[src/sv/infix_to_postfix_converter_assert.svh]
// Assertion macros used by the converter control RTL (isp_ctrl).
`ifndef INFIX_TO_POSTFIX_CONVERTER_ASSERT_SVH
`define INFIX_TO_POSTFIX_CONVERTER_ASSERT_SVH

`ifndef SYNTHESIS

// Check a property on every clock edge outside reset.
`define ISP_ASSERT(lbl, clk, rst_n, prop, msg) \
  lbl: assert property (@(posedge clk) disable iff (!rst_n) prop) else $error(msg);

// Check a property on every clock edge, reset included.
`define ISP_ASSERT_ALWAYS(lbl, clk, prop, msg) \
  lbl: assert property (@(posedge clk) prop) else $error(msg);

`else

`define ISP_ASSERT(lbl, clk, rst_n, prop, msg)
`define ISP_ASSERT_ALWAYS(lbl, clk, prop, msg)

`endif

`endif

[src/sv/isp_pkg.sv]
`timescale 1ns / 1ps

package isp_pkg;

  localparam int STACK_DEPTH = 32;
  localparam int CNT_W       = $clog2(STACK_DEPTH + 1);
  localparam int ADDR_W      = $clog2(STACK_DEPTH);
  localparam int CODE_W      = 3;

  localparam logic [CODE_W-1:0] CODE_OPEN = 3'd5;

  localparam logic [7:0] CH_PLUS   = 8'h2B;
  localparam logic [7:0] CH_MINUS  = 8'h2D;
  localparam logic [7:0] CH_STAR   = 8'h2A;
  localparam logic [7:0] CH_SLASH  = 8'h2F;
  localparam logic [7:0] CH_CARET  = 8'h5E;
  localparam logic [7:0] CH_LPAREN = 8'h28;
  localparam logic [7:0] CH_RPAREN = 8'h29;
  localparam logic [7:0] CH_A      = 8'h61;
  localparam logic [7:0] CH_Z      = 8'h7A;

  typedef struct packed {
    logic [7:0] symbol;
    logic       last_symbol;
  } in_t;

  typedef struct packed {
    logic [7:0] out_symbol;
    logic       has_symbol;
    logic       end_of_expression;
    logic       syntax_error;
  } out_t;

  // {is operator, precedence code}
  function automatic logic [CODE_W:0] op_code(input logic [7:0] sym);
    logic [CODE_W:0] r;
    case (sym)
      CH_PLUS:  r = {1'b1, 3'd0};
      CH_MINUS: r = {1'b1, 3'd1};
      CH_STAR:  r = {1'b1, 3'd2};
      CH_SLASH: r = {1'b1, 3'd3};
      CH_CARET: r = {1'b1, 3'd4};
      default:  r = '0;
    endcase
    return r;
  endfunction

  function automatic logic [7:0] op_char(input logic [CODE_W-1:0] code);
    logic [7:0] r;
    case (code)
      3'd0:    r = CH_PLUS;
      3'd1:    r = CH_MINUS;
      3'd2:    r = CH_STAR;
      3'd3:    r = CH_SLASH;
      3'd4:    r = CH_CARET;
      default: r = 8'h00;
    endcase
    return r;
  endfunction

endpackage

[src/sv/isp_stack_ram.sv]
`timescale 1ns / 1ps

module isp_stack_ram #(
  parameter int DEPTH = 32,
  parameter int WIDTH = 3,
  localparam int AW = $clog2(DEPTH)
) (
  input  logic             clk,
  input  logic             we,
  input  logic [AW-1:0]    waddr,
  input  logic [WIDTH-1:0] wdata,
  input  logic             re,
  input  logic [AW-1:0]    raddr,
  output logic [WIDTH-1:0] rdata
);

  logic [WIDTH-1:0] mem [DEPTH];
  logic [WIDTH-1:0] rdata_r;

  always_ff @(posedge clk) begin
    if (we) begin
      mem[waddr] <= wdata;
    end
  end

  always_ff @(posedge clk) begin
    if (re) begin
      rdata_r <= mem[raddr];
    end
  end

  assign rdata = rdata_r;

endmodule

[src/sv/isp_ctrl.sv]
`timescale 1ns / 1ps
`include "infix_to_postfix_converter_assert.svh"

module isp_ctrl (
  input  logic          clk,
  input  logic          rst_n,
  input  logic          in_valid,
  output logic          in_stall,
  input  isp_pkg::in_t  in_data,
  output logic          res_valid,
  input  logic          res_stall,
  output isp_pkg::out_t res_data
);

  localparam logic [2:0] S_IDLE   = 3'd0;
  localparam logic [2:0] S_AFTER  = 3'd1;
  localparam logic [2:0] S_POPCHK = 3'd2;
  localparam logic [2:0] S_TOP    = 3'd3;
  localparam logic [2:0] S_EMIT   = 3'd4;
  localparam logic [2:0] S_PUSH   = 3'd5;

  localparam logic [1:0] MODE_CLOSE = 2'd0;
  localparam logic [1:0] MODE_OP    = 2'd1;
  localparam logic [1:0] MODE_FLUSH = 2'd2;

  localparam logic [isp_pkg::CNT_W-1:0] CNT_FULL = isp_pkg::CNT_W'(isp_pkg::STACK_DEPTH);

  logic [2:0]                    st_r, st_nxt;
  logic [2:0]                    ret_r, ret_nxt;
  logic [1:0]                    mode_r, mode_nxt;
  logic                          last_r, last_nxt;
  logic [isp_pkg::CODE_W-1:0]    prec_r, prec_nxt;
  logic [isp_pkg::CNT_W-1:0]     cnt_r, cnt_nxt;
  isp_pkg::out_t                 res_r, res_nxt;

  logic                          ram_we;
  logic                          ram_re;
  logic [isp_pkg::ADDR_W-1:0]    ram_waddr;
  logic [isp_pkg::ADDR_W-1:0]    ram_raddr;
  logic [isp_pkg::CODE_W-1:0]    top_code;
  logic [isp_pkg::CNT_W-1:0]     cnt_dec;
  logic [isp_pkg::CODE_W:0]      in_op;
  logic                          in_accept;

  isp_stack_ram #(
    .DEPTH(isp_pkg::STACK_DEPTH),
    .WIDTH(isp_pkg::CODE_W)
  ) u_stack (
    .clk   (clk),
    .we    (ram_we),
    .waddr (ram_waddr),
    .wdata (prec_r),
    .re    (ram_re),
    .raddr (ram_raddr),
    .rdata (top_code)
  );

  assign in_stall  = (st_r != S_IDLE);
  assign in_accept = in_valid && !in_stall;
  assign in_op     = isp_pkg::op_code(in_data.symbol);
  assign cnt_dec   = cnt_r - 1'b1;
  assign ram_waddr = cnt_r[isp_pkg::ADDR_W-1:0];
  assign ram_raddr = cnt_dec[isp_pkg::ADDR_W-1:0];
  assign res_valid = (st_r == S_EMIT);
  assign res_data  = res_r;

  always_comb begin
    st_nxt   = st_r;
    ret_nxt  = ret_r;
    mode_nxt = mode_r;
    last_nxt = last_r;
    prec_nxt = prec_r;
    cnt_nxt  = cnt_r;
    res_nxt  = res_r;
    ram_we   = 1'b0;
    ram_re   = 1'b0;
    case (st_r)
      S_IDLE: begin
        if (in_accept) begin
          last_nxt = in_data.last_symbol;
          if (in_data.symbol == isp_pkg::CH_LPAREN) begin
            prec_nxt = isp_pkg::CODE_OPEN;
            st_nxt   = S_PUSH;
          end else if (in_data.symbol inside {[isp_pkg::CH_A:isp_pkg::CH_Z]}) begin
            res_nxt = '{out_symbol: in_data.symbol, has_symbol: 1'b1,
                        end_of_expression: 1'b0, syntax_error: 1'b0};
            ret_nxt = S_AFTER;
            st_nxt  = S_EMIT;
          end else if (in_data.symbol == isp_pkg::CH_RPAREN) begin
            mode_nxt = MODE_CLOSE;
            st_nxt   = S_POPCHK;
          end else if (in_op[isp_pkg::CODE_W]) begin
            prec_nxt = in_op[isp_pkg::CODE_W-1:0];
            mode_nxt = MODE_OP;
            st_nxt   = S_POPCHK;
          end else begin
            st_nxt = S_AFTER;
          end
        end
      end
      S_AFTER: begin
        if (last_r) begin
          mode_nxt = MODE_FLUSH;
          st_nxt   = S_POPCHK;
        end else begin
          st_nxt = S_IDLE;
        end
      end
      S_POPCHK: begin
        if (cnt_r == '0) begin
          case (mode_r)
            MODE_CLOSE: begin
              res_nxt = '{out_symbol: 8'h00, has_symbol: 1'b0,
                          end_of_expression: 1'b0, syntax_error: 1'b1};
              ret_nxt = S_AFTER;
              st_nxt  = S_EMIT;
            end
            MODE_OP: begin
              st_nxt = S_PUSH;
            end
            default: begin
              res_nxt = '{out_symbol: 8'h00, has_symbol: 1'b0,
                          end_of_expression: 1'b1, syntax_error: 1'b0};
              ret_nxt = S_IDLE;
              st_nxt  = S_EMIT;
            end
          endcase
        end else begin
          ram_re = 1'b1;
          st_nxt = S_TOP;
        end
      end
      S_TOP: begin
        res_nxt = '{out_symbol: isp_pkg::op_char(top_code), has_symbol: 1'b1,
                    end_of_expression: 1'b0, syntax_error: 1'b0};
        case (mode_r)
          MODE_CLOSE: begin
            cnt_nxt = cnt_dec;
            if (top_code == isp_pkg::CODE_OPEN) begin
              st_nxt = S_AFTER;
            end else begin
              ret_nxt = S_POPCHK;
              st_nxt  = S_EMIT;
            end
          end
          MODE_OP: begin
            if (top_code == isp_pkg::CODE_OPEN || prec_r > top_code) begin
              st_nxt = S_PUSH;
            end else begin
              cnt_nxt = cnt_dec;
              ret_nxt = S_POPCHK;
              st_nxt  = S_EMIT;
            end
          end
          default: begin
            cnt_nxt = cnt_dec;
            if (top_code < isp_pkg::CODE_OPEN) begin
              ret_nxt = S_POPCHK;
              st_nxt  = S_EMIT;
            end else begin
              st_nxt = S_POPCHK;
            end
          end
        endcase
      end
      S_PUSH: begin
        if (cnt_r >= CNT_FULL) begin
          res_nxt = '{out_symbol: 8'h00, has_symbol: 1'b0,
                      end_of_expression: 1'b0, syntax_error: 1'b1};
          ret_nxt = S_AFTER;
          st_nxt  = S_EMIT;
        end else begin
          ram_we  = 1'b1;
          cnt_nxt = cnt_r + 1'b1;
          st_nxt  = S_AFTER;
        end
      end
      S_EMIT: begin
        if (!res_stall) begin
          st_nxt = ret_r;
        end
      end
      default: begin
        st_nxt = S_IDLE;
      end
    endcase
  end

  always_ff @(posedge clk) begin
    if (!rst_n) begin
      st_r  <= S_IDLE;
      cnt_r <= '0;
    end else begin
      st_r  <= st_nxt;
      cnt_r <= cnt_nxt;
    end
  end

  always_ff @(posedge clk) begin
    ret_r  <= ret_nxt;
    mode_r <= mode_nxt;
    last_r <= last_nxt;
    prec_r <= prec_nxt;
    res_r  <= res_nxt;
  end

  `ISP_ASSERT(a_cnt_bound, clk, rst_n, cnt_r <= CNT_FULL, "stack count beyond depth")
  `ISP_ASSERT(a_rw_apart, clk, rst_n, !(ram_we && ram_re), "stack read and write collide")
  `ISP_ASSERT(a_push_room, clk, rst_n, ram_we |-> cnt_r < CNT_FULL, "push into full stack")
  `ISP_ASSERT(a_read_nonempty, clk, rst_n, ram_re |-> cnt_r != '0, "read of empty stack")
  `ISP_ASSERT(a_accept_busy, clk, rst_n, in_accept |=> in_stall, "accepted while busy")

endmodule

[src/sv/infix_to_postfix_converter.sv]
`timescale 1ns / 1ps
// An accepted letter is registered in the control's EMIT state, then in the output
// register that drives out_valid; out_stall can hold it in EMIT. in_stall is high
// until the control is idle again; each stack top read passes POPCHK and the RAM
// read into TOP, each result passes EMIT; the last item adds a flush and end marker.
// Reset: rst_n clears stack count, control state and out_valid; RAM is not cleared.

module infix_to_postfix_converter (
  input  logic          clk,
  input  logic          rst_n,
  input  logic          in_valid,
  output logic          in_stall,
  input  isp_pkg::in_t  in_data,
  output logic          out_valid,
  input  logic          out_stall,
  output isp_pkg::out_t out_data
);

  logic          res_valid;
  logic          res_stall;
  isp_pkg::out_t res_data;
  logic          load;
  logic          out_valid_r, out_valid_nxt;
  isp_pkg::out_t out_data_r;

  isp_ctrl u_ctrl (
    .clk       (clk),
    .rst_n     (rst_n),
    .in_valid  (in_valid),
    .in_stall  (in_stall),
    .in_data   (in_data),
    .res_valid (res_valid),
    .res_stall (res_stall),
    .res_data  (res_data)
  );

  assign res_stall     = out_valid_r && out_stall;
  assign load          = res_valid && !res_stall;
  assign out_valid_nxt = load || (out_valid_r && out_stall);

  always_ff @(posedge clk) begin
    if (!rst_n) begin
      out_valid_r <= 1'b0;
    end else begin
      out_valid_r <= out_valid_nxt;
    end
  end

  always_ff @(posedge clk) begin
    if (load) begin
      out_data_r <= res_data;
    end
  end

  assign out_valid = out_valid_r;
  assign out_data  = out_data_r;

endmodule
[config.mk]
export PLATFORM = sky130hd
export DESIGN_NAME = infix_to_postfix_converter
export DESIGN_NICKNAME = d
export VERILOG_FILES = /design/src/sv/isp_pkg.sv /design/src/sv/isp_stack_ram.sv /design/src/sv/isp_ctrl.sv /design/src/sv/infix_to_postfix_converter.sv
export VERILOG_INCLUDE_DIRS = /design/src /design/src/sv
export SDC_FILE = /design/constraint.sdc
export NUM_CORES = 1
export LEC_CHECK = 0
export BUFFER_PORTS_ARGS = -buffer_cell sky130_fd_sc_hd__buf_2
export CAP_MARGIN = 20
export CORE_MARGIN = 3
export CORE_UTILIZATION = 38
export DETAILED_ROUTE_END_ITERATION = 8
export HOLD_SLACK_MARGIN = 0.15
export PLACE_DENSITY = 0.61
export RECOVER_POWER = 100
export SYNTH_ARGS = -nofsm -noshare
export SYNTH_HDL_FRONTEND = slang
export SYNTH_SLANG_ARGS = --single-unit
export TNS_END_PERCENT = 1
[constraint.sdc]
create_clock -name clk -period 3.65 [get_ports clk]
set_clock_uncertainty 0.1 [all_clocks]
set_input_delay 0.9125 -clock clk [delete_from_list [all_inputs] [get_ports clk]]
set_output_delay 0.9125 -clock clk [all_outputs]
set_load 0.03 [all_outputs]
Word-level counts from Yosys, hierarchy flattened
Memory sizes are Yosys's and may differ from the RTL's. A register that Yosys moved wholly into a read port is not among the register bits.
Index checks and enable logic that the tools add are counted.
{"block": "classes", "n_addsub": 2, "mul": 0, "div_mod_pow": 0, "magnitude_cmp": 5, "eq_ne": 34, "shifts": 0, "muxes": 55, "n_bitwise": 0, "n_reduce_logical": 24}
{"cell": "3-bit 2-to-1 mux", "n": 20}
{"cell": "11-bit 2-to-1 mux", "n": 5}
{"cell": "8-bit by 6-bit == test with 1-bit output (second input constant)", "n": 6}
{"cell": "11-bit case mux with 4 select lines", "n": 1}
{"cell": "7-bit case mux with 5 select lines", "n": 1}
{"cell": "11-bit case mux with 2 select lines", "n": 1}
{"cell": "4-bit case mux with 5 select lines", "n": 1}
{"cell": "6-bit 2-to-1 mux", "n": 3}
{"cell": "3-bit case mux with 2 select lines", "n": 3}
{"cell": "3-bit case mux with 6 select lines", "n": 1}
{"cell": "2-bit 2-to-1 mux", "n": 8}
{"cell": "2-bit by 1-bit inequality test with 1-bit output (second input constant)", "n": 7}
{"cell": "3-bit by 2-bit == test with 1-bit output (second input constant)", "n": 4}
{"cell": "3-bit == test (second input constant)", "n": 4}
{"cell": "3-bit case mux with 4 select lines", "n": 1}
{"cell": "6-bit case mux with 2 select lines", "n": 1}
{"cell": "2-bit inequality test (second input constant)", "n": 5}
{"cell": "10-bit AND reduction", "n": 1}
{"cell": "8-bit by 7-bit == test with 1-bit output (second input constant)", "n": 1}
{"cell": "8-bit by 7-bit greater-or-equal comparator with 1-bit output (second input constant)", "n": 1}
{"cell": "8-bit by 7-bit <= comparator with 1-bit output (second input constant)", "n": 1}
{"cell": "1-bit 2-to-1 mux", "n": 8}
{"cell": "7-bit AND reduction", "n": 1}
{"cell": "6-bit by 1-bit adder with 6-bit output (second input constant)", "n": 1}
{"cell": "other kinds (23)", "n": 34}
{"block": "word_totals", "regBits": 41, "latch_bits": 0, "ramBits": 96, "romBits": 0, "inputBits": 13, "out_inout_bits": 13, "wordCells": 136, "memories": 1}
{"memory": "u_ctrl.u_stack.mem", "depth": 32, "word_bits": 3, "read_ports": 1, "rd_ports_with_merged_regs": 1, "write_ports": 1, "line": "isp_stack_ram.sv:17", "text": "logic [WIDTH-1:0] mem [DEPTH];"}

Longest topological paths before layout
{"block": "logic_depth", "depth_word": 8, "mapped_depth": 10}

By module
Synthesis repeated with hierarchy kept, for this count alone.
{"block": "unflattened", "hier_cells": 403, "area_unflattened_um2": 6179.7}
{"mod": "isp_stack_ram", "n_inst": 1, "cells_each": 185, "area_per_inst_um2": 3946.3, "seq_area_each_um2": 2972.9}
{"mod": "isp_ctrl", "n_inst": 1, "cells_each": 203, "area_per_inst_um2": 1860.5, "seq_area_each_um2": 750.7}
{"mod": "infix_to_postfix_converter", "n_inst": 1, "cells_each": 15, "area_per_inst_um2": 372.9, "seq_area_each_um2": 350.3}

Worst setup path after synthesis
Ideal clock, no wire load.
{"block": "synth_path", "kind": "input -> register", "startpoint": "input in_data[2] in the netlist's numbering", "endpoint": "register u_ctrl.res_r (netlist bit u_ctrl.res_data[0]), enable pin", "arrival_time_ns": 2.202, "required_time_ns": 3.172, "path_slack_ns": 0.970, "cell_stages": 6, "path_cell_list": "clkbuf_1 > nor3_1 > o2bb2ai_1 > o21ai_0 > nand2_1 > nor2_1"}
{"block": "synth_via", "elab_chain_cells": 4}
{"element": "start: declaration", "line": "infix_to_postfix_converter.sv:13", "text": "input isp_pkg::in_t in_data,"}
{"element": "8-bit by 7-bit greater-or-equal comparator with 1-bit output / 8-bit by 7-bit <= comparator with 1-bit output (equally long branches)", "line": "isp_ctrl.sv:84", "text": "end else if (in_data.symbol inside {[isp_pkg::CH_A:isp_pkg::CH_Z]}) begin"}
{"element": "1-bit logical AND", "line": "isp_ctrl.sv:84"}
{"element": "2-bit by 1-bit inequality test with 1-bit output (no source line)"}
{"element": "7-bit AND reduction (no source line) (*)"}
{"element": "end signal: assignment", "line": "isp_ctrl.sv:204", "text": "res_r <= res_nxt;"}
{"element": "end: declaration", "line": "isp_ctrl.sv:34", "text": "isp_pkg::out_t res_r, res_nxt;"}
Every way passes the cells marked *; elsewhere a longest branch is shown, timed or not.
A chain may end at the register's enable or synchronous reset.

Worst setup path in the final report
{"block": "layout_path", "startpoint": "register u_ctrl.cnt_r[1] in the netlist's numbering", "endpoint": "register u_ctrl.u_stack.rdata_r[2] (netlist: u_ctrl.u_stack.rdata[2]), read port of u_ctrl.u_stack.mem, data pin"}
{"block": "layout_via", "elab_chain_cells": 3}
{"element": "start: declaration", "line": "isp_ctrl.sv:33", "text": "logic [isp_pkg::CNT_W-1:0] cnt_r, cnt_nxt;"}
{"element": "start signal: assignment", "line": "isp_ctrl.sv:195", "text": "cnt_r <= cnt_nxt;"}
{"element": "branches (longest 3 deep; another with 6-bit by 1-bit subtractor with 6-bit output)"}
{"element": "end: declaration", "line": "isp_stack_ram.sv:18", "text": "logic [WIDTH-1:0] rdata_r;"}
Several ways; the timed one is not identified.

==> metrics.txt <==
outcome finished, final reports clean; final core occ 44.8%; CORE AREA approximately 0.016 sq mm; WL/cell 18.0 microns; Port Buffer Count 25; Die X 135 microns; dominant synthesized flop cell edfxtp_1; Reg power frac approximately 48%; total gr overflow 0; final wirelength 12800 microns; commonest cells after routing, fill and taps aside edfxtp_1, nor2_1, nand2_1, mux4_2, o21ai_0; max-cap check violation count 0; Post-DRT Antenna Nets 0; WS Path Type reg -> reg; # clock sinks 139; share of power burned in combinational logic 6.1%; initial core utilization about two fifths; PostCTS Resize Cnt 0; number of synthesized flops with an enable pin 129; # hold bufs at CTS 0; nets@finish 502; Fin. Hold Viols 0; Critical Path RT 3.72 ns; cell count after placement 679; crit path time final 2.75 ns; DRC Markers 0; CTS root buf clkbuf_16; CTS max path bufs 2; Worst Path Arrival 2.82 ns; count of unique library cells instantiated by Yosys 51; FMAX around 360 MHz; Setup Buffers After CTS 0; initial antenna violation count 0; clock network power share 46.4%; NetSw 0.866 mW; CP Capture Type register; total power 3.74 mW; post-synthesis register bit count 139; Internal Power between 2 and 3 mW; cell chain of the critical path inv_1, ha_1, buf_4, mux4_2, mux2i_1, a22o_1, nor2_1; mapped cell area around 0.0063 sq mm; CP top delay family adder cells; clk_lat worst skew around 0.42 ns; crit share post-route 75.2%; Setup TNS 0 ns; max-slew violation count 0; gpl congestion around 0.88; commonest non-fill, non-tap cell in the layout edfxtp_1; post-synthesis net count 474; vias in the first global route between 3k and 4k; Antenna diodes 0; Num CTS Buffers 17; starting DRC count in detailed routing 417; buffer and inverter count on the worst path 2; Startpoint Class register; via count 3822; layout cell share with drive strength beyond 1 17.4%; full die area 0.0182 sq mm; critical path peak fanout 14; endpoints failing setup 0; Pleak 2.39 nW; Ys Warns 0; CTS tree built; largest stage delay on the critical path 0.70 ns; HP Class reg -> reg; sw frac 23.1%; Max VDD drop around 0.37 mV; post-DP HPWL 8430 microns; worst hold slack between 0.3 and 0.4 ns; Syn Area/Cell 13.9 sq um; post-synthesis sequential area ratio 64.6%; asr flop ratio synth 0%; Total Routing Usage GR 14.9%; first-pass GRT wire length 20600 microns; Slowest cell on crit path ha_1; die height ~130 microns; # rows 46; largest net degree at the start of global routing 34; Layout area overhead 14.1%; Relative slew margins around 40%; Non-Filler Instances 711; boundary pin count 26; Slew @ Worst Pin 0.901 ns; DR pass1 iterations 5; # fillers 1416; RSZ-0062 raised after global routing false; Reg clk slew, reported paths around 0.060 ns; Vias/cell 5.38; pwr dens ~520 mW/mm^2; H-tree Lvls 4; synthesized instance count 454
## registers in the layout, summed over array words and instances (netlist names)
signal	flops
u_ctrl.ret_r	2
out_data	11
u_ctrl.u_stack.mem	96
u_ctrl.cnt_r	6
u_ctrl.prec_r	3
u_ctrl.st_r	3
u_ctrl.mode_r	2
u_ctrl.res_data	11
u_ctrl.u_stack.rdata	3
out_valid	1
u_ctrl.last_r	1
## final timing paths
check,endpoint,depth (start not counted),slack (ns),start
hold / removal,out_data[2]$_DFFE_PP_,0,0.32,u_ctrl.res_data[2]$_DFFE_PP_
hold reg to reg,out_data[2]$_DFFE_PP_,0,0.32,u_ctrl.res_data[2]$_DFFE_PP_
setup reg to reg,u_ctrl.u_stack.rdata[2]$_DFFE_PP_,7,0.90,u_ctrl.cnt_r[1]$_SDFFE_PN0P_
setup / recovery,u_ctrl.u_stack.rdata[2]$_DFFE_PP_,7,0.90,u_ctrl.cnt_r[1]$_SDFFE_PN0P_
## cell families after synthesis
kind of cell,after synthesis,synth area share [%]
AOI/OAI and AO/OA,73,7.56
buffers and inverters,38,2.80
muxes,41,11.4
and+or+nand+nor,152,11.6
adders and majority gates,7,1.39
xor gates and xnor gates,4,0.674
DFF,139,64.6
## layout make-up
| cell class | instances | area, sq um | area share (%) |
|---|---|---|---|
| clock inverters | 15 | 176 | 2.45 |
| well taps | 216 | 270 | 3.75 |
| flip-flops and latches | 139 | 4080 | 56.6 |
| inverters | 14 | 52.6 | 0.730 |
| clock buffers | 17 | 425 | 5.91 |
| repair buffers | 33 | 156 | 2.17 |
| multi-input cells | 277 | 2050 | 28.4 |
## metal layers
layer	global-route usage, %	wire length [microns]	up-vias
met1	20.1	5810	1901
met2	23.0	6160	114
met5	0	0	-
met4	6.17	205	0
met3	3.76	609	17
li1	-	-	1790
## worst reg2reg max path, cell delays in order, from the launching register on
cell and delay [ns]:
dfxtp_1 0.50, inv_1 0.11, ha_1 0.70, buf_4 0.33, mux4_2 0.34, mux2i_1 0.17, a22o_1 0.19, nor2_1 0.06
## metrics by stage
step	area, sq um	setup slack (ns)
finish	7200	0.905
global route	7200	0.687
CTS	7240	0.840
detailed placement	6640	0.847
global placement	6640	0.903
floorplan	6310	0.970
## cells in the mapped netlist (all sizes together), types with 2 or more instances
master    n  area [sq um]
mux2      7          78.8
inv      14          52.6
a22o      5          43.8
a21o      3          22.5
clkbuf    6          22.5
nand2b   10          62.6
nand4b    2          17.5
buf      18           101
mux4     24           541
nand4     2          12.5
nor2b     6          37.5
a22oi     3          22.5
mux2i    10           100
nand3b    6          45.0
o21a      2          15.0
nor2     61           229
a221oi    3          26.3
dfxtp    10           200
o31a      2          17.5
a31oi     4          25.0
or3       2          12.5
a21oi    16          80.1
nor3     13          75.1
xnor2     3          26.3
nand3     7          35.0
edfxtp  129          3870
o21ai    18          97.6
nand2    32           120
and3      5          31.3
o22ai     9          56.3
ha        7          87.6
## power groups by stage
stage	logic (mW)	registers, mW	clock network, mW
global placement	0.230	1.81	0
global route	0.251	1.78	1.84
finish	0.229	1.78	1.73
CTS	0.233	1.78	1.76
detailed placement	0.231	1.81	0
floorplan	0.176	1.81	0
Power figures use the tool's default switching activity.
